$ cat src/rtl/core/rmcc_pkg.sv
`timescale 1ns / 1ps
`default_nettype none

package rmcc_pkg;

  localparam int QueueDepth = 4;

  localparam int CmdW     = 4;
  localparam int ValueW   = 8;
  localparam int SpeedW   = 7;
  localparam int CfgIdxW  = 2;
  localparam int CfgDataW = 8;

  // Event kinds carried on the input tuser.
  localparam logic [CmdW-1:0] CMD_TICK    = 4'd0;
  localparam logic [CmdW-1:0] CMD_SENSOR  = 4'd1;
  localparam logic [CmdW-1:0] CMD_PAUSE   = 4'd2;
  localparam logic [CmdW-1:0] CMD_RESUME  = 4'd3;
  localparam logic [CmdW-1:0] CMD_LEFT    = 4'd4;
  localparam logic [CmdW-1:0] CMD_RIGHT   = 4'd5;
  localparam logic [CmdW-1:0] CMD_FORWARD = 4'd6;
  localparam logic [CmdW-1:0] CMD_REVERSE = 4'd7;
  localparam logic [CmdW-1:0] CMD_ACCEL   = 4'd8;
  localparam logic [CmdW-1:0] CMD_DECEL   = 4'd9;

  // Configuration register indexes.
  localparam logic [CfgIdxW-1:0] CFG_ACCEL_THRESHOLD = 2'd0;
  localparam logic [CfgIdxW-1:0] CFG_DECEL_REFERENCE = 2'd1;
  localparam logic [CfgIdxW-1:0] CFG_STOP_THRESHOLD  = 2'd2;
  localparam logic [CfgIdxW-1:0] CFG_MAX_SPEED       = 2'd3;

  localparam logic [ValueW-1:0] ACCEL_THRESHOLD_RST = 8'd20;
  localparam logic [ValueW-1:0] DECEL_REFERENCE_RST = 8'd12;
  localparam logic [ValueW-1:0] STOP_THRESHOLD_RST  = 8'd8;
  localparam logic [SpeedW-1:0] MAX_SPEED_RST       = 7'd127;

  typedef struct packed {
    logic [ValueW-1:0] accel_threshold;
    logic [ValueW-1:0] decel_reference;
    logic [ValueW-1:0] stop_threshold;
    logic [SpeedW-1:0] max_speed;
  } cfg_t;

  typedef enum logic [2:0] {
    OP_TICK,
    OP_PAUSE,
    OP_RESUME,
    OP_MOTION,
    OP_SPEED_UP,
    OP_SLOW_DOWN,
    OP_ERROR
  } op_t;

  // For speed up and slow down the amount travels in lspd.
  typedef struct packed {
    op_t               op;
    logic              lrev;
    logic              rrev;
    logic [ValueW-1:0] lspd;
    logic [ValueW-1:0] rspd;
  } entry_t;

  typedef struct packed {
    logic [SpeedW-1:0] speed;
    logic              motor_select;
    logic              reverse;
    logic              error;
    logic              last;
  } result_t;

endpackage

`default_nettype wire

$ cat src/rtl/core/rmcc_front.sv
`timescale 1ns / 1ps
`default_nettype none

module rmcc_front (
  input  rmcc_pkg::cfg_t                  cfg,
  input  logic [rmcc_pkg::CmdW-1:0]       cmd,
  input  logic [rmcc_pkg::ValueW-1:0]     value,
  output logic                            enq,
  output rmcc_pkg::entry_t                ent
);
  import rmcc_pkg::*;

  always_comb begin
    enq = 1'b1;
    ent = '0;
    ent.op = OP_ERROR;
    unique case (cmd)
      CMD_TICK:   ent.op = OP_TICK;
      CMD_PAUSE:  ent.op = OP_PAUSE;
      CMD_RESUME: ent.op = OP_RESUME;
      CMD_SENSOR: begin
        // Accelerate test first, then the deceleration band, then stop.
        if (value >= cfg.accel_threshold) begin
          ent.op = OP_SPEED_UP;
          ent.lspd = (value > cfg.decel_reference) ? value - cfg.decel_reference : '0;
        end else if (value <= cfg.decel_reference && value >= cfg.stop_threshold) begin
          ent.op = OP_SLOW_DOWN;
          ent.lspd = cfg.decel_reference - value;
        end else if (value < cfg.stop_threshold) begin
          ent.op = OP_MOTION;
        end else begin
          // A distance in none of the bands changes nothing.
          enq = 1'b0;
        end
      end
      CMD_LEFT: begin
        ent.op = OP_MOTION;
        ent.lrev = 1'b1;
        ent.lspd = {1'b0, value[ValueW-1:1]};
        ent.rspd = value;
      end
      CMD_RIGHT: begin
        ent.op = OP_MOTION;
        ent.rrev = 1'b1;
        ent.lspd = value;
        ent.rspd = {1'b0, value[ValueW-1:1]};
      end
      CMD_FORWARD: begin
        ent.op = OP_MOTION;
        ent.lspd = value;
        ent.rspd = value;
      end
      CMD_REVERSE: begin
        ent.op = OP_MOTION;
        ent.lrev = 1'b1;
        ent.rrev = 1'b1;
        ent.lspd = value;
        ent.rspd = value;
      end
      CMD_ACCEL: begin
        ent.op = OP_SPEED_UP;
        ent.lspd = value;
      end
      CMD_DECEL: begin
        ent.op = OP_SLOW_DOWN;
        ent.lspd = value;
      end
      default: ent.op = OP_ERROR;
    endcase
  end

endmodule

`default_nettype wire

$ cat src/rtl/core/rmcc_queue.sv
`timescale 1ns / 1ps
`default_nettype none

module rmcc_queue #(
  parameter int DEPTH = rmcc_pkg::QueueDepth
) (
  input  logic             clk,
  input  logic             rst,
  input  logic             push,
  input  rmcc_pkg::entry_t push_data,
  output logic             full,
  input  logic             pop,
  output logic             empty,
  output rmcc_pkg::entry_t head
);
  import rmcc_pkg::*;

  localparam int IdxW = (DEPTH > 1) ? $clog2(DEPTH) : 1;
  localparam int CntW = $clog2(DEPTH + 1);

  entry_t            mem [DEPTH];
  logic [IdxW-1:0]   wr_ptr;
  logic [IdxW-1:0]   rd_ptr;
  logic [CntW-1:0]   count;

  assign full  = (count == CntW'(DEPTH));
  assign empty = (count == '0);
  assign head  = mem[rd_ptr];

  always_ff @(posedge clk) begin
    if (rst) begin
      wr_ptr <= '0;
      rd_ptr <= '0;
      count  <= '0;
    end else begin
      if (push) begin
        wr_ptr <= (wr_ptr == IdxW'(DEPTH - 1)) ? '0 : wr_ptr + 1'b1;
      end
      if (pop) begin
        rd_ptr <= (rd_ptr == IdxW'(DEPTH - 1)) ? '0 : rd_ptr + 1'b1;
      end
      if (push && !pop) begin
        count <= count + 1'b1;
      end else if (pop && !push) begin
        count <= count - 1'b1;
      end
    end
  end

  always_ff @(posedge clk) begin
    if (push) begin
      mem[wr_ptr] <= push_data;
    end
  end

endmodule

`default_nettype wire

$ cat src/rtl/core/rmcc_back.sv
`timescale 1ns / 1ps
`default_nettype none

module rmcc_back (
  input  logic                        clk,
  input  logic                        rst,
  input  logic [rmcc_pkg::SpeedW-1:0] max_speed,
  input  logic                        empty,
  input  rmcc_pkg::entry_t            head,
  output logic                        pop,
  output logic                        res_valid,
  input  logic                        res_ready,
  output rmcc_pkg::result_t           res
);
  import rmcc_pkg::*;

  logic [SpeedW-1:0] left_speed, left_speed_next;
  logic [SpeedW-1:0] right_speed, right_speed_next;
  logic              left_reverse, left_reverse_next;
  logic              right_reverse, right_reverse_next;
  logic              halted, halted_next;
  logic              phase, phase_next;
  logic              load;
  logic              out_free;
  result_t           res_next;

  logic [ValueW:0]   l_sum, r_sum;
  logic [ValueW-1:0] l_diff, r_diff;

  function automatic logic [SpeedW-1:0] clamp(input logic [ValueW:0] s,
                                              input logic [SpeedW-1:0] mx);
    return (s > {2'b00, mx}) ? mx : s[SpeedW-1:0];
  endfunction

  assign out_free = !res_valid || res_ready;

  always_comb begin
    l_sum = {2'b00, left_speed} + {1'b0, head.lspd};
    r_sum = {2'b00, right_speed} + {1'b0, head.lspd};
    l_diff = ({1'b0, left_speed} > head.lspd) ? {1'b0, left_speed} - head.lspd : '0;
    r_diff = ({1'b0, right_speed} > head.lspd) ? {1'b0, right_speed} - head.lspd : '0;
  end

  always_comb begin
    pop                = 1'b0;
    load               = 1'b0;
    phase_next         = phase;
    res_next           = '0;
    left_speed_next    = left_speed;
    right_speed_next   = right_speed;
    left_reverse_next  = left_reverse;
    right_reverse_next = right_reverse;
    halted_next        = halted;
    if (!empty) begin
      unique case (head.op)
        OP_TICK: begin
          // Left command on the first pass, right on the second; the entry
          // stays at the head until both have gone into the output register.
          if (out_free) begin
            load = 1'b1;
            if (!phase) begin
              res_next.speed   = halted ? '0 : left_speed;
              res_next.reverse = halted ? 1'b0 : left_reverse;
              phase_next       = 1'b1;
            end else begin
              res_next.speed        = halted ? '0 : right_speed;
              res_next.reverse      = halted ? 1'b0 : right_reverse;
              res_next.motor_select = 1'b1;
              res_next.last         = 1'b1;
              phase_next            = 1'b0;
              pop                   = 1'b1;
            end
          end
        end
        OP_ERROR: begin
          if (out_free) begin
            load           = 1'b1;
            res_next.error = 1'b1;
            res_next.last  = 1'b1;
            pop            = 1'b1;
          end
        end
        OP_PAUSE: begin
          halted_next = 1'b1;
          pop         = 1'b1;
        end
        OP_RESUME: begin
          halted_next = 1'b0;
          pop         = 1'b1;
        end
        OP_MOTION: begin
          left_reverse_next  = head.lrev;
          right_reverse_next = head.rrev;
          left_speed_next    = clamp({1'b0, head.lspd}, max_speed);
          right_speed_next   = clamp({1'b0, head.rspd}, max_speed);
          pop                = 1'b1;
        end
        OP_SPEED_UP: begin
          left_speed_next  = clamp(l_sum, max_speed);
          right_speed_next = clamp(r_sum, max_speed);
          pop              = 1'b1;
        end
        OP_SLOW_DOWN: begin
          left_speed_next  = clamp({1'b0, l_diff}, max_speed);
          right_speed_next = clamp({1'b0, r_diff}, max_speed);
          pop              = 1'b1;
        end
        default: pop = 1'b1;
      endcase
    end
  end

  always_ff @(posedge clk) begin
    if (rst) begin
      res_valid     <= 1'b0;
      phase         <= 1'b0;
      left_speed    <= '0;
      right_speed   <= '0;
      left_reverse  <= 1'b0;
      right_reverse <= 1'b0;
      halted        <= 1'b0;
    end else begin
      res_valid     <= load || (res_valid && !res_ready);
      phase         <= phase_next;
      left_speed    <= left_speed_next;
      right_speed   <= right_speed_next;
      left_reverse  <= left_reverse_next;
      right_reverse <= right_reverse_next;
      halted        <= halted_next;
    end
  end

  always_ff @(posedge clk) begin
    if (load) begin
      res <= res_next;
    end
  end

endmodule

`default_nettype wire

$ cat src/rtl/core/rover_motor_command_controller_unit.sv
// Channel   Dir  Fields (tdata / tuser / tlast)
// s_*       in   tdata: value[7:0]; tuser: cmd[3:0]
// m_*       out  tdata: speed[6:0], reverse[7]; tuser: motor_select[0], error[1]; tlast: last
// cfg_*     in   cfg_index selects the register, cfg_data carries it, cfg_we writes
//
// An event that produces no result is retired by the back end without waiting on the output;
// a tick puts two beats through the output register (left then right), an unknown event one.
// The input side is decoupled by a queue of QUEUE_DEPTH entries, so until it fills events keep
// being taken while results wait on m_tready. Sensor distances in no band never enter the queue.
// Reset is synchronous: queue emptied, set speeds zero, forward, running, registers at
// their defaults. A stalled result holds in the output register.
`timescale 1ns / 1ps
`default_nettype none

module rover_motor_command_controller_unit #(
  parameter int QUEUE_DEPTH = rmcc_pkg::QueueDepth
) (
  input  logic                           clk,
  input  logic                           rst,
  input  logic                           s_tvalid,
  output logic                           s_tready,
  input  logic [7:0]                     s_tdata,  // value[7:0]
  input  logic [rmcc_pkg::CmdW-1:0]      s_tuser,  // cmd[3:0]
  output logic                           m_tvalid,
  input  logic                           m_tready,
  output logic [7:0]                     m_tdata,  // speed[6:0], reverse[7]
  output logic [1:0]                     m_tuser,  // motor_select[0], error[1]
  output logic                           m_tlast,
  input  logic                           cfg_we,
  input  logic [rmcc_pkg::CfgIdxW-1:0]   cfg_index,
  input  logic [rmcc_pkg::CfgDataW-1:0]  cfg_data
);
  import rmcc_pkg::*;

  cfg_t    cfg;
  logic    enq;
  entry_t  ent;
  logic    full;
  logic    empty;
  logic    pop;
  entry_t  head;
  result_t res;

  always_ff @(posedge clk) begin
    if (rst) begin
      cfg.accel_threshold <= ACCEL_THRESHOLD_RST;
      cfg.decel_reference <= DECEL_REFERENCE_RST;
      cfg.stop_threshold  <= STOP_THRESHOLD_RST;
      cfg.max_speed       <= MAX_SPEED_RST;
    end else if (cfg_we) begin
      unique case (cfg_index)
        CFG_ACCEL_THRESHOLD: cfg.accel_threshold <= cfg_data;
        CFG_DECEL_REFERENCE: cfg.decel_reference <= cfg_data;
        CFG_STOP_THRESHOLD:  cfg.stop_threshold  <= cfg_data;
        CFG_MAX_SPEED:       cfg.max_speed       <= cfg_data[SpeedW-1:0];
        default: ;
      endcase
    end
  end

  assign s_tready = !full;

  rmcc_front u_front (
    .cfg   (cfg),
    .cmd   (s_tuser),
    .value (s_tdata),
    .enq   (enq),
    .ent   (ent)
  );

  rmcc_queue #(
    .DEPTH (QUEUE_DEPTH)
  ) u_queue (
    .clk       (clk),
    .rst       (rst),
    .push      (s_tvalid && s_tready && enq),
    .push_data (ent),
    .full      (full),
    .pop       (pop),
    .empty     (empty),
    .head      (head)
  );

  rmcc_back u_back (
    .clk       (clk),
    .rst       (rst),
    .max_speed (cfg.max_speed),
    .empty     (empty),
    .head      (head),
    .pop       (pop),
    .res_valid (m_tvalid),
    .res_ready (m_tready),
    .res       (res)
  );

  assign m_tdata = {res.reverse, res.speed};
  assign m_tuser = {res.error, res.motor_select};
  assign m_tlast = res.last;

endmodule

`default_nettype wire

$ cat config.mk
export PLATFORM = sky130hd
export DESIGN_NAME = rover_motor_command_controller_unit
export DESIGN_NICKNAME = d
export VERILOG_FILES = /design/src/rtl/core/rmcc_pkg.sv /design/src/rtl/core/rmcc_front.sv /design/src/rtl/core/rmcc_queue.sv /design/src/rtl/core/rmcc_back.sv /design/src/rtl/core/rover_motor_command_controller_unit.sv
export SDC_FILE = /design/constraint.sdc
export NUM_CORES = 1
export LEC_CHECK = 0
export ABC_AREA = 0
export BUFFER_PORTS_ARGS = -buffer_cell sky130_fd_sc_hd__buf_4
export CAP_MARGIN = 10
export CORE_ASPECT_RATIO = 1.75
export CORE_MARGIN = 2
export CORE_UTILIZATION = 55
export CTS_BUF_LIST = sky130_fd_sc_hd__clkbuf_2
export DETAILED_ROUTE_END_ITERATION = 8
export GPL_ROUTABILITY_DRIVEN = 1
export HOLD_SLACK_MARGIN = 0.1
export PLACE_DENSITY = 0.8
export RECOVER_POWER = 100
export SYNTH_ARGS = -nofsm -noshare
export SYNTH_HDL_FRONTEND = slang
export SYNTH_HIERARCHICAL = 1
export SYNTH_SLANG_ARGS = --single-unit
export TNS_END_PERCENT = 50
$ cat constraint.sdc
create_clock -name clk -period 5.55 [get_ports clk]
set_input_delay 0.555 -clock clk [delete_from_list [all_inputs] [get_ports clk]]
set_output_delay 0.555 -clock clk [all_outputs]
set_load 0.1 [all_outputs]
# Word-level counts from Yosys, hierarchy flattened
# Memory sizes are Yosys's and may differ from the RTL's. A register that Yosys moved wholly into a read port is not among the register bits.
# Index checks and enable logic that the tools add are counted.
word_totals:
  ram_bits: 84
  inputBits: 27
  regBits: 68
  latchBits: 0
  mem_count: 1
  rom_bits: 0
  out_inout_bits: 13
memory_table:
  columns: ["memory", "words", "width", "read_ports", "rd_clocked_by_memory_dff", "wr", "line", "rtl"]
  rows:
  - ["u_queue.mem", 4, 21, 1, 1, 1, "rmcc_queue.sv:21", "entry_t mem [DEPTH];"]
classes:
  n_div: 0
  shift: 0
  order_cmp: 13
  n_bitwise: 4
  n_eq_ne: 21
  mul: 0
  n_mux: 50
  n_addsub: 10
  n_reduce_logical: 36
op_table:
  columns: ["operator", "n"]
  rows:
  - ["$mux W7", 9]
  - ["$pmux W7 S3", 2]
  - ["$mux W8", 5]
  - ["$gt A8 B7 Y1", 4]
  - ["$pmux W8 S3", 1]
  - ["$pmux W3 S7", 1]
  - ["$add A7 B8 Y9", 2]
  - ["$gt A9 B7 Y1", 2]
  - ["$mux W1", 18]
  - ["$eq A4 B3 Y1 const B", 4]
  - ["$ge A8 B8 Y1", 2]
  - ["$gt A7 B8 Y1", 2]
  - ["$pmux W8 S2", 1]
  - ["$sub A7 B8 Y8", 2]
  - ["$sub A8 B8 Y8", 2]
  - ["$mux W3", 5]
  - ["$reduce_and A2 Y1", 7]
  - ["$eq A3 B3 Y1 const B", 4]
  - ["$mux W2", 5]
  - ["$eq A2 B2 Y1 const B", 4]
  - ["$eq A4 B2 Y1 const B", 2]
  - ["$eq A4 B4 Y1 const B", 2]
  - ["$gt A8 B8 Y1", 1]
  - ["$le A8 B8 Y1", 1]
  - ["other kinds (23)", 46]

# Logic depth before layout (Yosys ltp)
depth:
  ltp_word: 10
  mapped_depth: 19

# Hierarchy
# The synthesis kept the hierarchy.
modules_own_cells:
  columns: ["module", "seq_area_each_um2", "area_per_inst_um2", "cells_each", "instances"]
  rows:
  - ["rmcc_back", 710.7, 4224.1, 525, 1]
  - ["rmcc_queue", 2702.6, 3472.1, 153, 1]
  - ["rmcc_front", 0.0, 1566.5, 238, 1]
  - ["rover_motor_command_controller_unit", 620.6, 1277.5, 126, 1]

# Least setup slack after synthesis
# Ideal clock, no wire load.
synth_timing:
  path_type: "reg2reg"
  from: "register with a tool-made name"
  to: "register u_back.left_speed[3]"
  required_time_ns: 5.428
  n_path_buf: 1
  t_arrival_ns: 4.095
  slack_ns: 1.333
  path_stages_with_launch: 19
  path_cell_list: "dfxtp_1 -> buf_6 -> mux4_2 -> ha_1 -> fa_1 -> nand2b_1 -> a21oi_1 -> a21o_1 -> a21oi_1 -> xnor2_1 -> nor2_1 -> ha_1 -> and3_1 -> nand4_1 -> o21a_1 -> a31oi_1 -> o21ai_0 -> and2_1 -> a221o_1"
synth_lines:
  columns: ["item", "line", "rtl"]
  rows:
  - ["end signal: assignment", "rmcc_back.sv:125", "left_speed <= left_speed_next;"]
  - ["end: declaration", "rmcc_back.sv:17", "logic [SpeedW-1:0] left_speed, left_speed_next;"]

==> results.json <==
{
  "path_cells": "buf_4, mux4_2, inv_1, ha_1, nand3_1, a211oi_1, o311ai_2, nor2_1, ha_1, and3_1, nand4_1, o21a_1, a31oi_1, o21ai_0, and2_0, a221o_1",
  "cp_common_cell": "ha_1",
  "rsz0062_at_grt": "false",
  "clkLatencyLatePin_ns": 0.73,
  "first_pass_iters": 6,
  "cts_setup_buffers": 0,
  "final_common_cell": "ha_1",
  "p_per_area_mw_per_mm2": 516,
  "ir_worst_vdd_uv": 234,
  "ys_warn_count": 6,
  "synth_flop_cell": "edfxtp_1",
  "port_buffers": 39,
  "internal_power_mw": 2.95,
  "antenna_found_initial": 1,
  "fin_tns_setup_ns": 0,
  "p_seq_frac": 0.277,
  "drc": 0,
  "yosysSeqAreaShare": 0.383,
  "power_frac_clock": 0.115,
  "p_sw_mw": 2.89,
  "critPathTopFamily": "compound AO/OA/AOI/OAI gates",
  "crit_arrival_ns": 5.63,
  "slew_headroom": -0.00652,
  "grt.overflow.total": 0,
  "finClkSkew_ns": 0.0513,
  "achievable-frequency_mhz": 200,
  "drt_iter0_markers": 526,
  "min_from": "m_tready",
  "area_delta_synth_final_pct": 7.19,
  "violations": "capacitance limit, slew limit",
  "async_reset_ff_frac": 0,
  "instances_no_fill": 1337,
  "grt_usage": 0.305,
  "cp_slowest_cell": "mux4_2",
  "start_util": 0.556,
  "cts_root_buf": "clkbuf_2",
  "syn_inst": 1042,
  "grt_pass1_vias": 8756,
  "routabilityCongestion": 1.04,
  "finalWirelength_um": 29700,
  "syn-mean-instance-area_um2": 10.1,
  "grt_pass1_wl_um": 46600,
  "synthesis.area_mm2": 0.0105,
  "worst-slew-pin-transition_ns": 1.51,
  "hold_viol": 0,
  "viasPerCell": 6.31,
  "ff_latch_area_mm2": 0.00403,
  "synth_cell_type_count": 80,
  "synthesis.nets": 1183,
  "switching_share": 0.495,
  "multi_input_area_mm2": 0.00598,
  "fin_nets": 1223,
  "antenna_left": 0,
  "critical_path.max_fanout": 16,
  "die-width_um": 109,
  "crit_required_ns": 6.18,
  "core-area_mm2": 0.0189,
  "comb_power_share": 0.609,
  "cts-resized-gates": 0,
  "grt_start_max_net_pins": 70,
  "cp-end-kind": "flip-flop",
  "critPathBufInv": 2,
  "finalSetupViolations": 0,
  "design_area_mm2": 0.0113,
  "wl_per_cell_um": 22.2,
  "hpwl_um": 23000,
  "place_area_mm2": 0.0110,
  "outcome": "complete, but fails checks",
  "hp-class": "in -> reg",
  "slowest_delay_ns": 0.62,
  "synth-edff-count": 95,
  "maxSlewViolCount": 22,
  "fill_cells": 1657,
  "clk_pin_slew_ns": 0.25,
  "cts_max_path_buffers": 2,
  "cts_buffers": 17,
  "via_count": 8431,
  "min_period_over_period": 0.902,
  "final_cell_mix": "ha_1 (107), nor2_1 (103), edfxtp_1 (95)",
  "fp.dieArea_mm2": 0.0203,
  "clock-sinks": 154,
  "fin_crit_ns": 5.01,
  "synth-seq-cells": 154,
  "cap_violations": 2,
  "ioPinCount": 40,
  "hold_buffers": 11,
  "fp-row-count": 67,
  "htree_levels": 4,
  "crit_type": "reg -> reg",
  "cp-start-kind": "flip-flop",
  "p_leak_nw": 4.56,
  "dieHeight_um": 187,
  "fin_util": 0.596,
  "cts_tree": "done",
  "drive_above_1_share": 0.0932,
  "place_inst": 1293
}
==> state kept, by name, indices dropped and copies added (netlist names), 2 cells and up, named ones only <==
name	cells
u_back/right_speed	7
u_queue/mem	84
u_queue/rd_ptr	2
cfg	31
u_queue/wr_ptr	2
u_queue/count	3
u_back/left_speed	7
u_back/res	11
==> power groups by stage <==
stage | Combinational, mW | Sequential [mW] | Clock, mW
6_report | 3.55 | 1.61 | 0.669
5_1_grt | 3.82 | 1.62 | 0.724
4_1_cts | 3.51 | 1.59 | 0.682
3_5_place_dp | 3.49 | 1.62 | 0
3_3_place_gp | 3.45 | 1.61 | 0
2_1_floorplan | 2.47 | 1.71 | 0
==> worst min-delay path, delay by kind of cell <==
kind / cells / cell delay, ns
AO/OA/AOI/OAI: 1 / 0.08
buffers and inverters: 1 / 0.07
AND/OR/NAND/NOR: 1 / 0.17
==> cells by family (layout without fill, tap and decap cells) <==
group,after synthesis,after routing,share of synthesized area
XOR/XNOR,19,19,0.0158
buffers and inverters,121,174,0.0493
AND/OR/NAND/NOR,319,319,0.154
other,0,1,0
adder cells (fa/ha/maj),114,114,0.140
multiplexers,89,89,0.110
AO/OA/AOI/OAI,226,226,0.148
flip-flops,154,154,0.383
==> final cells by class <==
class | count | area share
tap | 241 | 0.0267
timing repair buffer | 62 | 0.0370
sequential | 154 | 0.357
inverter | 80 | 0.0266
multi-input combinational | 767 | 0.529
clock buffer | 17 | 0.00753
clock inverter | 15 | 0.0159
antenna | 1 | 0.000221
==> metrics by stage <==
stage / power, mW / worst slack (ns) / hold slack (ns)
after floorplan: 4.18 / 1.33 / 0.449
after global placement: 5.06 / 0.728 / 0.459
after detailed placement: 5.11 / 0.635 / 0.472
after CTS: 5.78 / 0.562 / 0.148
after global routing: 6.17 / 0.115 / 0.161
final: 5.83 / 0.544 / 0.182
==> cells in the mapped netlist (all sizes together), types with 21 or more instances <==
master | n | area, um2
inv | 79 | 297
clkbuf | 22 | 85.1
ha | 107 | 1340
nand2 | 46 | 173
mux4 | 21 | 477
nand2b | 44 | 275
o21ai | 39 | 195
mux2i | 64 | 641
nor3 | 26 | 130
edfxtp | 95 | 2850
dfxtp | 59 | 1180
a21oi | 60 | 304
nor2 | 103 | 387
==> worst paths after layout <==
check | to | slack [ns] | cells past startpoint
max | u_back/left_speed[3]$_SDFFE_PP0P_ | 0.54 | 16
min | u_back/res_valid$_SDFF_PP0_ | 0.18 | 3
max reg2reg | u_back/left_speed[3]$_SDFFE_PP0P_ | 0.54 | 16
min reg2reg | cfg[13]$_SDFFE_PP0P_ | 0.50 | 2
==> per-layer routing <==
metal | global-route usage | vias up | part of all wire
li1 | - | 3920 | -
met1 | 0.291 | 4001 | 0.32
met2 | 0.548 | 361 | 0.53
met3 | 0.0533 | 149 | 0.050
met4 | 0.251 | 0 | 0.10
met5 | 0 | - | 0
Power figures use the tool's default switching activity.
